$ cat config.mk
export PLATFORM = sky130hd
export DESIGN_NAME = id_free_list_allocator
export DESIGN_NICKNAME = d
export VERILOG_FILES = /design/src/rtl/ifla_pkg.sv /design/src/rtl/ifla_ram.sv /design/src/rtl/ifla_ctrl.sv /design/src/rtl/id_free_list_allocator.sv
export SDC_FILE = /design/constraint.sdc
export NUM_CORES = 1
export LEC_CHECK = 0
export BUFFER_PORTS_ARGS = -buffer_cell sky130_fd_sc_hd__buf_2
export CAP_MARGIN = 20
export CORE_MARGIN = 4
export CORE_UTILIZATION = 50
export CTS_BUF_LIST = sky130_fd_sc_hd__clkbuf_4 sky130_fd_sc_hd__clkbuf_8
export CTS_CLUSTER_DIAMETER = 100
export CTS_CLUSTER_SIZE = 16
export DETAILED_ROUTE_END_ITERATION = 7
export MAX_ROUTING_LAYER = met4
export PLACE_DENSITY = 0.66
export RECOVER_POWER = 100
export SLEW_MARGIN = 5
export SYNTH_ARGS = -nofsm -noshare
export SYNTH_HDL_FRONTEND = slang
export SYNTH_SLANG_ARGS = --single-unit
$ cat constraint.sdc
create_clock -name clk_i -period 5.1 [get_ports clk_i]
set_input_delay 0.51 -clock clk_i [delete_from_list [all_inputs] [get_ports clk_i]]
set_output_delay 0.51 -clock clk_i [all_outputs]
set_load 0.01 [all_outputs]
$ cat src/rtl/ifla_pkg.sv
// Shared types and constants for the identifier free-list allocator.
// No dependencies.
`default_nettype none
package ifla_pkg;

  localparam int CAPACITY = 64;
  localparam int ID_W     = $clog2(CAPACITY);
  localparam int CNT_W    = $clog2(CAPACITY + 1);
  // signed distance: -(CAPACITY-1) .. CAPACITY
  localparam int SKIP_W   = CNT_W + 1;

  typedef enum logic [1:0] {
    STATUS_DONE  = 2'd0,
    STATUS_FULL  = 2'd1,
    STATUS_EMPTY = 2'd2
  } status_e;

  typedef enum logic {
    FUNC_ALLOC   = 1'b0,
    FUNC_RELEASE = 1'b1
  } func_e;

  typedef enum logic {
    ST_IDLE,
    ST_EXEC
  } state_e;

  typedef struct packed {
    status_e            status;
    logic [ID_W-1:0]    granted_id;
    logic [CNT_W-1:0]   live_count;
  } res_t;

  typedef struct packed {
    logic               re;
    logic [ID_W-1:0]    raddr;
    logic               we;
    logic [ID_W-1:0]    waddr;
    logic [SKIP_W-1:0]  wdata;
  } mem_req_t;

endpackage
`default_nettype wire

$ cat src/rtl/ifla_ram.sv
// Generic single-write, single-read synchronous RAM with registered read.
// No dependencies.
`default_nettype none
module ifla_ram #(
  parameter int WIDTH = 8,
  parameter int DEPTH = 64
) (
  input  wire logic                     clk_i,
  input  wire logic                     we_i,
  input  wire logic [$clog2(DEPTH)-1:0] waddr_i,
  input  wire logic [WIDTH-1:0]         wdata_i,
  input  wire logic                     re_i,
  input  wire logic [$clog2(DEPTH)-1:0] raddr_i,
  output logic      [WIDTH-1:0]         rdata_o
);

  logic [WIDTH-1:0] mem_q [DEPTH];

  always_ff @(posedge clk_i) begin
    if (we_i) begin
      mem_q[waddr_i] <= wdata_i;
    end
    if (re_i) begin
      rdata_o <= mem_q[raddr_i];
    end
  end

endmodule
`default_nettype wire

$ cat src/rtl/ifla_ctrl.sv
// Sequencer: head/count registers, read-modify-write of the skip table.
// Depends on ifla_pkg; drives the skip-table RAM through a request struct.
`default_nettype none
module ifla_ctrl (
  input  wire logic                        clk_i,
  input  wire logic                        rst_ni,
  input  wire logic                        in_valid_i,
  output logic                             in_ready_o,
  input  wire logic                        func_i,
  input  wire logic [ifla_pkg::ID_W-1:0]   release_id_i,
  input  wire logic                        res_room_i,
  output logic                             res_valid_o,
  output ifla_pkg::res_t                   res_o,
  output ifla_pkg::mem_req_t               mem_req_o,
  input  wire logic [ifla_pkg::SKIP_W-1:0] mem_rdata_i
);

  localparam logic [ifla_pkg::CNT_W-1:0] CapCnt = ifla_pkg::CNT_W'(ifla_pkg::CAPACITY);

  ifla_pkg::state_e                 state_q, state_d;
  logic [ifla_pkg::CNT_W-1:0]       head_q, head_d;
  logic [ifla_pkg::CNT_W-1:0]       used_q, used_d;
  logic [ifla_pkg::CAPACITY-1:0]    valid_q, valid_d;
  logic                             func_q;
  logic [ifla_pkg::ID_W-1:0]        rid_q;
  logic                             accept;
  logic                             finish;
  logic [ifla_pkg::SKIP_W-1:0]      skip;
  logic [ifla_pkg::SKIP_W-1:0]      head_sum;

  assign accept = in_valid_i && in_ready_o;

  // next state
  always_comb begin
    state_d = state_q;
    unique case (state_q)
      ifla_pkg::ST_IDLE: if (in_valid_i) state_d = ifla_pkg::ST_EXEC;
      ifla_pkg::ST_EXEC: if (res_room_i) state_d = ifla_pkg::ST_IDLE;
      default:           state_d = ifla_pkg::ST_IDLE;
    endcase
  end

  // outputs
  always_comb begin
    in_ready_o = 1'b0;
    finish     = 1'b0;
    unique case (state_q)
      ifla_pkg::ST_IDLE: in_ready_o = 1'b1;
      ifla_pkg::ST_EXEC: finish     = res_room_i;
      default: ;
    endcase
  end

  // entries never written read as one
  assign skip = valid_q[head_q[ifla_pkg::ID_W-1:0]] ? mem_rdata_i
                                                     : ifla_pkg::SKIP_W'(1);
  assign head_sum = ifla_pkg::SKIP_W'(head_q) + skip;

  always_comb begin
    head_d              = head_q;
    used_d              = used_q;
    valid_d             = valid_q;
    res_o.status        = ifla_pkg::STATUS_DONE;
    res_o.granted_id    = '0;
    mem_req_o.re        = accept;
    mem_req_o.raddr     = head_q[ifla_pkg::ID_W-1:0];
    mem_req_o.we        = 1'b0;
    mem_req_o.waddr     = head_q[ifla_pkg::ID_W-1:0];
    mem_req_o.wdata     = '0;
    if (func_q == ifla_pkg::FUNC_ALLOC) begin
      if (used_q >= CapCnt || head_q >= CapCnt) begin
        res_o.status = ifla_pkg::STATUS_FULL;
      end else begin
        res_o.granted_id = head_q[ifla_pkg::ID_W-1:0];
        head_d           = head_sum[ifla_pkg::CNT_W-1:0];
        used_d           = used_q + ifla_pkg::CNT_W'(1);
        mem_req_o.we     = finish;
        if (finish) valid_d[head_q[ifla_pkg::ID_W-1:0]] = 1'b1;
      end
    end else begin
      if (used_q == '0) begin
        res_o.status = ifla_pkg::STATUS_EMPTY;
      end else begin
        mem_req_o.waddr = rid_q;
        mem_req_o.wdata = ifla_pkg::SKIP_W'(head_q) - ifla_pkg::SKIP_W'(rid_q);
        mem_req_o.we    = finish;
        head_d          = ifla_pkg::CNT_W'(rid_q);
        used_d          = used_q - ifla_pkg::CNT_W'(1);
        if (finish) valid_d[rid_q] = 1'b1;
      end
    end
    res_o.live_count = used_d;
  end

  assign res_valid_o = finish;

  always_ff @(posedge clk_i or negedge rst_ni) begin
    if (!rst_ni) begin
      state_q <= ifla_pkg::ST_IDLE;
      head_q  <= '0;
      used_q  <= '0;
      valid_q <= '0;
    end else begin
      state_q <= state_d;
      if (finish) begin
        head_q  <= head_d;
        used_q  <= used_d;
        valid_q <= valid_d;
      end
    end
  end

  always_ff @(posedge clk_i) begin
    if (accept) begin
      func_q <= func_i;
      rid_q  <= release_id_i;
    end
  end

endmodule
`default_nettype wire

$ cat src/rtl/id_free_list_allocator.sv
// Top level of the identifier free-list allocator: stream ports, result register.
// Depends on ifla_pkg, ifla_ram, ifla_ctrl.
//
//  channel   dir  beat fields (low bit first)
//  s_axis    in   tuser: func; tdata: release_id[5:0], pad[7:6]
//  m_axis    out  tdata: status[1:0], granted_id[7:2], live_count[14:8], pad[15]
//
// Each beat runs in two steps, the idle state and the update state: the first reads
// the head slot's skip from the table RAM, the second updates the head and writes the entry back.
// The result register frees the input side while a result waits.
// Reset leaves the list in order 0, 1, 2, ...; per-entry valid flops stand in
// for the all-ones table, so there is no clearing pass.
// A stalled result holds the sequencer in its update cycle.
`default_nettype none
module id_free_list_allocator (
  input  wire logic        clk_i,
  input  wire logic        rst_ni,
  input  wire logic        s_axis_tvalid_i,
  output logic             s_axis_tready_o,
  input  wire logic [7:0]  s_axis_tdata_i,   // release_id[5:0], zero[7:6]
  input  wire logic        s_axis_tuser_i,   // func
  output logic             m_axis_tvalid_o,
  input  wire logic        m_axis_tready_i,
  output logic [15:0]      m_axis_tdata_o    // status, granted_id, live_count, zero
);

  logic                             m_valid_q;
  ifla_pkg::res_t                   m_res_q;
  logic                             res_valid;
  logic                             res_room;
  ifla_pkg::res_t                   res;
  ifla_pkg::mem_req_t               mem_req;
  logic [ifla_pkg::SKIP_W-1:0]      mem_rdata;

  assign res_room = !m_valid_q || m_axis_tready_i;

  ifla_ram #(
    .WIDTH(ifla_pkg::SKIP_W),
    .DEPTH(ifla_pkg::CAPACITY)
  ) u_skip_ram (
    .clk_i   (clk_i),
    .we_i    (mem_req.we),
    .waddr_i (mem_req.waddr),
    .wdata_i (mem_req.wdata),
    .re_i    (mem_req.re),
    .raddr_i (mem_req.raddr),
    .rdata_o (mem_rdata)
  );

  ifla_ctrl u_ctrl (
    .clk_i        (clk_i),
    .rst_ni       (rst_ni),
    .in_valid_i   (s_axis_tvalid_i),
    .in_ready_o   (s_axis_tready_o),
    .func_i       (s_axis_tuser_i),
    .release_id_i (s_axis_tdata_i[ifla_pkg::ID_W-1:0]),
    .res_room_i   (res_room),
    .res_valid_o  (res_valid),
    .res_o        (res),
    .mem_req_o    (mem_req),
    .mem_rdata_i  (mem_rdata)
  );

  always_ff @(posedge clk_i or negedge rst_ni) begin
    if (!rst_ni) begin
      m_valid_q <= 1'b0;
    end else if (res_room) begin
      m_valid_q <= res_valid;
    end
  end

  always_ff @(posedge clk_i) begin
    if (res_room && res_valid) begin
      m_res_q <= res;
    end
  end

  assign m_axis_tvalid_o = m_valid_q;
  assign m_axis_tdata_o  = {1'b0, m_res_q.live_count, m_res_q.granted_id,
                            m_res_q.status};

endmodule
`default_nettype wire

[Word-level counts from Yosys, hierarchy flattened]
Memories as Yosys holds them, arrays and structs flattened. A register that Yosys moved wholly into a read port is not among the register bits.
Cells that the tools add are included.
W data, S select, Z words.
Word-level totals
  flip-flop bits (word level): 102
  memory bits (writable): 512
  bits of input ports: 13
  output and inout port bits: 18
  logic and storage cells: 66
  memories kept: 1
Operators by class
  add/sub/neg operators: 4
  order comparisons: 6
  eq/ne operators: 2
  muxes and demuxes: 30
  bitwise gates (word level): 3
  reductions and logical operators: 10
Memory list
  u_skip_ram.mem_q: words 64, bits a word 8, read ports 1, clocked after Yosys merged registers in 1, write ports 1, RTL line ifla_ram.sv:17  | logic [WIDTH-1:0] mem_q [DEPTH];
Operators with widths (number)
  $mux W64: 3
  $or A64 B64 Y64: 2
  $mux W7: 7
  $mux W15: 1
  $ge A7 B7 Y1 const B: 2
  $lt A6 B7 Y1 const B: 2
  $mux W14: 1
  $demux W1 S6: 2
  $ge A6 B1 Y1 const B: 2
  $mux W1: 12
  $sub A7 B6 Y8: 1
  $add A7 B1 Y7 const B: 1
  $add A7 B7 Y7: 1
  $logic_not A7 Y1: 1
  $sub A7 B1 Y7 const B: 1
  $bmux W1 S6: 1
  $logic_and A1 B1 Y1: 4
  $mux W2: 2
  $reduce_and A3 Y1: 1
  $logic_or A1 B1 Y1: 2
  $ne A2 B1 Y1 const B: 1
  $ne A2 B2 Y1 const B: 1
  $pmux W1 S2: 1
  $reduce_or A2 Y1: 1
  other kinds (2): 2

[Longest topological paths before layout]
Gate-level depths: netlist of the first run.
  depth after elaboration: 7
  depth in mapped cells: 18
  mapped depth without buffers: 15

[Hierarchy]
A second synthesis of the first run with hierarchy kept.
Unflattened totals
  cells, all modules: 1497
  area, all modules: 25933.6 um^2
Modules (own cells, without submodules)
  ifla_ram: instances 1, cells an instance 940, area each 20246.9 um^2, sequential area each 15615.0 um^2
  ifla_ctrl: instances 1, cells an instance 536, area each 5171.2 um^2, sequential area each 2187.1 um^2
  id_free_list_allocator: instances 1, cells an instance 21, area each 515.5 um^2, sequential area each 475.5 um^2

[Least setup slack after synthesis of the first run]
OpenSTA, ideal clock, no wires.
  kind: register to register
  from: reg u_ctrl.head_q[0] (netlist bit)
  to: mem u_skip_ram.mem_q[0][6] (data pin)
  library setup time: 499 ps
  data arrival time: 3993 ps
  data required time: 4601 ps
  path slack: 608 ps
  stages on the path, launching flop included: 15
  path buffers: 4
  period minus slack after synthesis: 4492 ps
  path through: dfrtp_1 -> buf_6 -> inv_1 -> buf_4 -> buf_2 -> buf_2 -> ha_1 -> inv_1 -> fa_1 -> a21o_1 -> a21o_1 -> a21o_1 -> a21oi_1 -> xnor2_1 -> nor2_1
RTL lines
  start, declared: RTL line ifla_ctrl.sv:21  | logic [ifla_pkg::CNT_W-1:0] head_q, head_d;
  start signal, assigned: RTL line ifla_ctrl.sv:100  | head_q <= '0;
  start signal, assigned: RTL line ifla_ctrl.sv:106  | head_q <= head_d;
  end, declared: RTL line ifla_ram.sv:17

[Worst setup path in the final report of the first run]
  from: reg u_ctrl.head_q[1] (netlist bit)
  to: reg u_ctrl.head_q[6] (netlist bit)
On the way
  word-level cells in the longest chain between the ends: 6
  elaborated cells on any way between the ends: 10
  classes of those cells: add/sub: 1; order compare: 1; eq/ne: 1; mux: 5; reduce/logical: 2
RTL lines
  $bmux W1 S6: RTL line ifla_ctrl.sv:55  | assign skip = valid_q[head_q[ifla_pkg::ID_W-1:0]] ? mem_rdata_i
  $mux W1 (implied by the code): RTL line ifla_ctrl.sv:55
  $mux W7: RTL line ifla_ctrl.sv:55
  $add A7 B7 Y7: RTL line ifla_ctrl.sv:57  | assign head_sum = ifla_pkg::SKIP_W'(head_q) + skip;
  $mux W7: RTL line ifla_ctrl.sv:71  | if (used_q >= CapCnt || head_q >= CapCnt) begin
  $mux W7: RTL line ifla_ctrl.sv:70  | if (func_q == ifla_pkg::FUNC_ALLOC) begin
Several ways; a longest one is shown, not always the timed one. The select of a mux whose other input is x is not followed.
A chain may end at the register's enable or synchronous reset.

==> results of run 1 <==
[report_power, final]
| group | internal (µW) | switching [µW] |
|---|---|---|
| Sequential | 6050 | 382 |
| Combinational | 1710 | 3370 |
| Clock | 971 | 1420 |
[sequential cells by signal (all words and copies together), names as in the netlist]
| signal | cells |
|---|---|
| u_skip_ram.mem_q | 448 |
| u_ctrl.valid_q | 64 |
| m_axis_tdata_o | 15 |
| u_ctrl.head_q | 7 |
| u_ctrl.used_q | 7 |
| u_skip_ram.rdata_o | 7 |
| u_ctrl.rid_q | 6 |
| m_axis_tvalid_o | 1 |
| u_ctrl.func_q | 1 |
| u_ctrl.state_q | 1 |
[worst max path at each step]
stage,from,slack (ns),endpoint
6_report,u_ctrl.head_q[1],0.55,u_ctrl.head_q[6]
5_1_grt,u_ctrl.head_q[0],0.33,u_skip_ram.mem_q[29][1]
4_1_cts,u_ctrl.head_q[1],0.69,u_ctrl.head_q[6]
3_5_place_dp,u_ctrl.head_q[1],0.75,u_ctrl.head_q[6]
3_3_place_gp,u_ctrl.head_q[0],0.79,u_ctrl.head_q[6]
2_1_floorplan,u_ctrl.head_q[0],0.61,u_skip_ram.mem_q[0][6]
[cells in the mapped netlist (6+ instances only)]
master / instances / area, µm²
edfxtp_1: 477 / 14300
nor2_1: 137 / 514
dfrtp_1: 80 / 2000
a21oi_1: 77 / 385
mux2i_1: 71 / 711
nand2_1: 57 / 214
mux4_2: 53 / 1190
o22ai_1: 53 / 332
a221oi_1: 48 / 420
a21o_1: 37 / 278
or2_2: 35 / 219
clkbuf_1: 34 / 128
buf_2: 32 / 160
mux2_2: 30 / 338
nand3_1: 26 / 130
inv_1: 17 / 63.8
buf_4: 16 / 120
a22o_1: 15 / 131
ha_1: 15 / 188
o21ai_0: 15 / 75.1
xnor2_1: 15 / 131
a211oi_1: 12 / 90.1
and2_1: 12 / 75.1
a22oi_1: 11 / 82.6
nor3_1: 8 / 40.0
nor2b_1: 7 / 43.8
o21ai_1: 7 / 35.0
buf_6: 6 / 67.6
or4_1: 6 / 45.0
[per-stage QoR]
stage	worst slack [ns]	instances	power (µW)	utilization (%)	hold WS, ns
3_5_place_dp	0.751	2072	11600	52.7	0.444
6_report	0.547	2150	13900	54.3	0.0663
5_1_grt	0.330	2150	14500	54.3	0.0250
4_1_cts	0.695	2149	13900	54.6	0.0243
3_3_place_gp	0.788	2071	11500	52.7	0.435
2_1_floorplan	0.608	1485	9700	-	0.214
[kinds of logic after synthesis]
family | after synthesis | share of synthesized area (%)
buf+inv | 109 | 2.46
fa+ha+maj | 17 | 0.980
compound gates | 307 | 9.17
xor+xnor | 19 | 0.716
other cells | 1 | 0.0161
flops | 557 | 70.3
simple gates | 317 | 6.42
mux | 158 | 9.97
[what timing repair did]
item / in CTS / in global routing
endpoints found under the hold margin: 41 / 0
hold buffers: 4 / 0
setup buffers: 0 / 0
[final cells by class]
class / count / area, µm²
Fill cell: 3686 / 20900
Sequential cell: 557 / 16300
Multi-Input combinational cell: 819 / 6370
Clock buffer: 70 / 782
Tap cell: 600 / 751
Timing Repair Buffer: 84 / 493
Inverter: 17 / 63.8
Clock inverter: 3 / 20.0
[layer usage]
layer | share of wire [%] | routed length (µm)
met5 | 0 | 0
met4 | 4.2 | 2520
met2 | 46 | 27900
met3 | 8.4 | 5070
met1 | 41 | 25100
==> results.json, run 1 <==
{
  "status": "finished, violations left",
  "violations": "capacitance limit, slew limit",
  "io_buffers": 27,
  "clock_sinks": 557,
  "placed_area_um2": 24100,
  "fp.dieH_um": 224,
  "hpwl_um": 38500,
  "use_met2_pct": 36.7,
  "rr_worst_depth": 16,
  "met3_usage_pct": 4.40,
  "postSynthCellCount": 1485,
  "grt.busiest_layer": "met2",
  "vdd_drop_max_uv": 308,
  "route.detailed.drc": 0,
  "vias": 13800,
  "cp_slowest_cell": "dfrtp_4",
  "synth-edff-count": 477,
  "worstPathCellList": "buf_4, nor2b_1, buf_4, a21oi_1, nand3_1, nand4_1, or3_1, and2_0, fa_1, a21o_1, a21oi_1, o21bai_1, a21oi_1, xnor2_1, xnor2_1, a32o_1",
  "grtUsageMet1_pct": 34.9,
  "htree_num_levels": 2,
  "synthArstFlopShare_pct": 14.4,
  "max_slew_margin_pct": -61.3,
  "reg2reg_from": "u_ctrl.head_q[1]",
  "grtUsageTotal_pct": 24.7,
  "grt_max_degree": 62,
  "mostFrequentLayoutCells": "edfxtp_1 (477), nor2_1 (131), a21oi_1 (78)",
  "antenna_found_initial": 0,
  "cp.arrival_ns": 5.09,
  "fin_crit_sh_pct": 89.3,
  "clockBufferDepth": 3,
  "final-max-slew-violation-count": 152,
  "worst-path-stages": 16,
  "yosysWarnings": 0,
  "setup_viol": 0,
  "max_cap_viol_count": 6,
  "design_area_um2": 24800,
  "clk_latency_ns": 0.67,
  "p_leak_uw": 0.00860,
  "wl_per_cell_um": 28.2,
  "start_util_pct": 50.9,
  "numCtsBuffers": 40,
  "critPathBufInv": 2,
  "cts-resized-gates": 0,
  "synth.avg_cell_area_um2": 15.6,
  "crit_path_end_kind": "register",
  "r2r_slack_ns": 0.55,
  "yosysSeqAreaShare_pct": 70.3,
  "synth_fp_nets": 1515,
  "die-width_um": 224,
  "syn_area_um2": 23200,
  "cp_top_family": "simple AND/OR/NAND/NOR gates",
  "antenna_cells": 0,
  "dieArea_um2": 50000,
  "r2r_end": "u_ctrl.head_q[6]",
  "fin_nets": 1549,
  "syn2layout_area_growth_pct": 6.81,
  "grt_pass1_wl_um": 89800,
  "holdPathStages": 1,
  "ios": 31,
  "max_stage_delay_ns": 0.71,
  "drive_above_1_share_pct": 16.4,
  "crit_type": "register to register",
  "drtPass1Iterations": 6,
  "skew_ns": 0.0533,
  "powerDensity_nw_per_um2": 561,
  "ant_nets": 0,
  "ys_ff_latch": 557,
  "hold_class": "input pin to register",
  "grt_overflow": 0,
  "cp_common_cell": "a21oi_1",
  "drtIter0Drc": 1659,
  "fp-row-count": 78,
  "clock-root-buffer": "clkbuf_8",
  "tns_ns": 0,
  "via_per_inst": 6.42,
  "rsz0062_at_grt": "no",
  "synthFlopType": "edfxtp_1",
  "start_kind": "register",
  "crit_fanout": 31,
  "timing_worst_slew_pin_value_ns": 2.42,
  "gp_congestion": 0.942,
  "synth_cell_types": 64,
  "first_global_vias": 13400,
  "finalWirelength_um": 60600,
  "tritoncts": "done",
  "min_period_ns": 4.55,
  "final_common_cell": "edfxtp_1",
  "core_area_um2": 45700,
  "min_to": "u_ctrl.rid_q[5]",
  "clk_pin_slew_ns": 0.13,
  "final_hold_viol_count": 0,
  "min-delay-start": "s_axis_tdata_i[5]",
  "required_ns": 5.64,
  "max_freq_mhz": 220
}
No activity file was read; power rests on OpenSTA's default activity.
==> run 2, diff against run 1 <==
--- a/config.mk
+++ b/config.mk
@@ -5,6 +5,7 @@
 export SDC_FILE = /design/constraint.sdc
 export NUM_CORES = 1
 export LEC_CHECK = 0
+export ABC_AREA = 1
 export BUFFER_PORTS_ARGS = -buffer_cell sky130_fd_sc_hd__buf_2
 export CAP_MARGIN = 20
 export CORE_MARGIN = 4
==> run 2 against run 1 <==
Compared with the run above:
- the flow still finishes with violations (capacitance limit, slew limit)
- die area decreased by 1.4%
- synthesized cell count grew 30%
- largest power group unchanged
- register-to-register slack lost 0.04 ns
- design area is 1.4% lower
- sequential share of layout area increased by 0.91 points
- wire length rose by 0.57%
- sequential cell count unchanged
- hold slack worse by 0.030 ns
- combinational power down 6.5%
==> results.json, run 2 <==
{
  "seqPwrFrac_pct": 46.6,
  "synthArstFlopShare_pct": 14.4,
  "fp.dieH_um": 222,
  "first_global_vias": 14700,
  "postSynthCellCount": 1928,
  "synth_cell_types": 49,
  "switching_share_pct": 39.6,
  "utilization_pct": 54.0,
  "vias": 15100,
  "power.internal_uw": 7870,
  "synth_top_area_share_pct": 62.6,
  "hpwl_um": 37600,
  "max_freq_mhz": 218,
  "htree_num_levels": 2,
  "min_period_ns": 4.59,
  "synth-edff-count": 477,
  "gp_congestion": 0.916,
  "tns_ns": 0,
  "synth_fa_ha_area_share_pct": 0.995,
  "tritoncts": "done",
  "p_leak_uw": 0.00886,
  "crit_type": "register to register",
  "ys_ff_latch": 557,
  "powerDensity_nw_per_um2": 533,
  "crit_path_end_kind": "register",
  "setup_viol": 0,
  "yosysMostFrequentCell": "edfxtp_1",
  "timing_worst_slew_pin_value_ns": 2.76,
  "grt_overflow": 0,
  "numCtsBuffers": 40,
  "yosysSeqAreaShare_pct": 71.3,
  "regMostFlops": "u_skip_ram.mem_q",
  "yosysWarnings": 0,
  "die-width_um": 222,
  "cp_top_family": "simple AND/OR/NAND/NOR gates",
  "synth_compound_area_share_pct": 8.34,
  "synth_largest_area_cell": "edfxtp_1",
  "syn_area_um2": 22900,
  "via_per_inst": 5.84,
  "drtIter0Drc": 1775,
  "final_common_cell": "edfxtp_1",
  "fin_nets": 2001,
  "ios": 31,
  "synthXorXnorAreaFrac_pct": 0.344,
  "cp.arrival_ns": 5.12,
  "final-max-slew-violation-count": 194,
  "synthSimpleGateAreaFrac_pct": 14.2,
  "antenna_found_initial": 0,
  "critPathBufInv": 4,
  "synth.avg_cell_area_um2": 11.9,
  "finalWirelength_um": 60900,
  "max_cap_viol_count": 7,
  "grtUsageTotal_pct": 25.2,
  "required_ns": 5.63,
  "core_area_um2": 45300,
  "power_uw": 13000,
  "grt_max_degree": 81,
  "multi_input_area_um2": 5510,
  "clk_latency_ns": 0.65,
  "yosys-top-cells-count": "edfxtp_1 (477), nand2_1 (458), inv_1 (173)",
  "worstPathCellList": "buf_4, buf_4, nor2_1, clkbuf_1, inv_1, o21ai_0, a221oi_1, nand2_1, nand2_1, nand2_1, nor2_1, nand2_1",
  "max_slew_margin_pct": -84.6,
  "synth_top_family_by_area": "simple AND/OR/NAND/NOR gates",
  "clockBufferDepth": 3,
  "dieArea_um2": 49300,
  "fin_crit_sh_pct": 90.0,
  "io_buffers": 27,
  "rsz0062_at_grt": "no",
  "layout.area.seq_um2": 16300,
  "clk_pin_slew_ns": 0.12,
  "crit_fanout": 56,
  "synth_fp_nets": 1958,
  "violations": "capacitance limit, slew limit",
  "start_util_pct": 50.6,
  "antenna_cells": 0,
  "p_switching_uw": 5160,
  "drtPass1Iterations": 5,
  "cp_common_cell": "nand2_1",
  "start_kind": "register",
  "clock_sinks": 557,
  "synthFlopType": "edfxtp_1",
  "vdd_drop_max_uv": 510,
  "largest_register_ffs": 448,
  "grt_pass1_wl_um": 91400,
  "drive_above_1_share_pct": 6.25,
  "pwr-share-comb_pct": 36.5,
  "cp_slowest_cell": "nor2_1",
  "hold_class": "input pin to register",
  "synth_area_leaders": "edfxtp_1 (63%), dfrtp_1 (8.7%), nand2_1 (7.5%)",
  "fp-row-count": 78,
  "nFillCells": 3896,
  "syn2layout_area_growth_pct": 6.85,
  "wl_per_cell_um": 23.6,
  "route.detailed.drc": 0,
  "status": "finished, violations left",
  "final_hold_viol_count": 0,
  "p_clk_share_pct": 16.9,
  "clock-root-buffer": "clkbuf_8",
  "mostFrequentLayoutCells": "edfxtp_1 (477), nand2_1 (459), inv_1 (177)",
  "skew_ns": 0.0247,
  "synth.mux.area_fraction_pct": 0,
  "ant_nets": 0,
  "fin_hold_ws_ns": 0.0364,
  "max_stage_delay_ns": 1.94
}
==> run 2: changes by cell type in the layout (fill, tap and decap cells not counted), sizes merged, moves of 51 or more <==
cell,before,now
nand2,57,462
inv,16,183
o21ai,22,141
mux2i,71,0
nand3,26,94
mux4,55,0
a21oi,78,27
a22oi,11,62
o22ai,53,2
==> run 2: layout make-up <==
| class | instances | share of cell area, % |
|---|---|---|
| inverter | 184 | 2.82 |
| tap | 600 | 3.07 |
| sequential | 557 | 66.7 |
| clock inverter | 3 | 0.0870 |
| clock buffer | 53 | 2.65 |
| multi-input combinational | 1097 | 22.5 |
| timing repair buffer | 91 | 2.12 |
==> run 2: cells by family (layout without fill, tap and decap cells) <==
logic type                 count (synthesis)  after routing
adders and majority gates                 17             17
AOI/OAI and AO/OA                        299            299
other                                      1              1
xor gates and xnor gates                   9              9
buffers and inverters                    274            331
DFF                                      557            557
and+or+nand+nor                          771            771
==> run 2: repair_timing <==
item                      CTS  global route
buffers inserted            0             0
hold endpoints to repair    0            30
gates resized for setup     0             0
hold buffers                0             1
==> run 2: worst paths after layout <==
kind	startpoint	end	slack, ns	cells after the start
max in group asynchronous	rst_ni	u_ctrl.head_q[0]	3.00	2
worst max-delay path	u_ctrl.head_q[0]	u_skip_ram.rdata_o[1]	0.51	12
worst min register to register	u_ctrl.valid_q[63]	u_ctrl.valid_q[63]	0.46	2
worst max register to register	u_ctrl.head_q[0]	u_skip_ram.rdata_o[1]	0.51	12
min in group asynchronous	rst_ni	u_ctrl.head_q[2]	0.89	2
worst min-delay path	s_axis_tdata_i[4]	u_ctrl.rid_q[4]	0.04	1
==> run 2: power groups by stage <==
stage,Combinational [µW],Sequential [µW],Clock (µW)
final,4750,6070,2210
after global routing,5170,6100,2430
after CTS,4810,6050,2240
after detailed placement,4790,6150,0
after global placement,4720,6140,0
after floorplan,2810,6180,0
==> run 2: per-layer routing <==
| layer | GRT usage, % | vias to the layer above | share of wire [%] |
|---|---|---|---|
| met2 | 37.4 | 754 | 45 |
| met1 | 34.5 | 7382 | 41 |
| met5 | - | - | 0 |
| met4 | 8.76 | 0 | 3.7 |
| met3 | 6.12 | 137 | 11 |
| li1 | - | 6819 | - |
==> run 2: stage by stage <==
step | instances | setup slack (ns) | instance area (µm²)
4_1_cts | 2581 | 1.06 | 24600
3_3_place_gp | 2525 | 1.12 | 23900
2_1_floorplan | 1928 | 0.725 | 22900
5_1_grt | 2585 | 0.385 | 24500
3_5_place_dp | 2525 | 1.08 | 23900
6_report | 2585 | 0.511 | 24500
==> run 2: worst register-to-register path: stages, from the launching register on <==
cell	delay, ns
dfrtp_2	0.41
buf_4	0.35
buf_4	0.39
nor2_1	1.95
clkbuf_1	0.54
inv_1	0.18
o21ai_0	0.23
a221oi_1	0.07
nand2_1	0.14
nand2_1	0.07
nand2_1	0.06
nor2_1	0.04
nand2_1	0.06
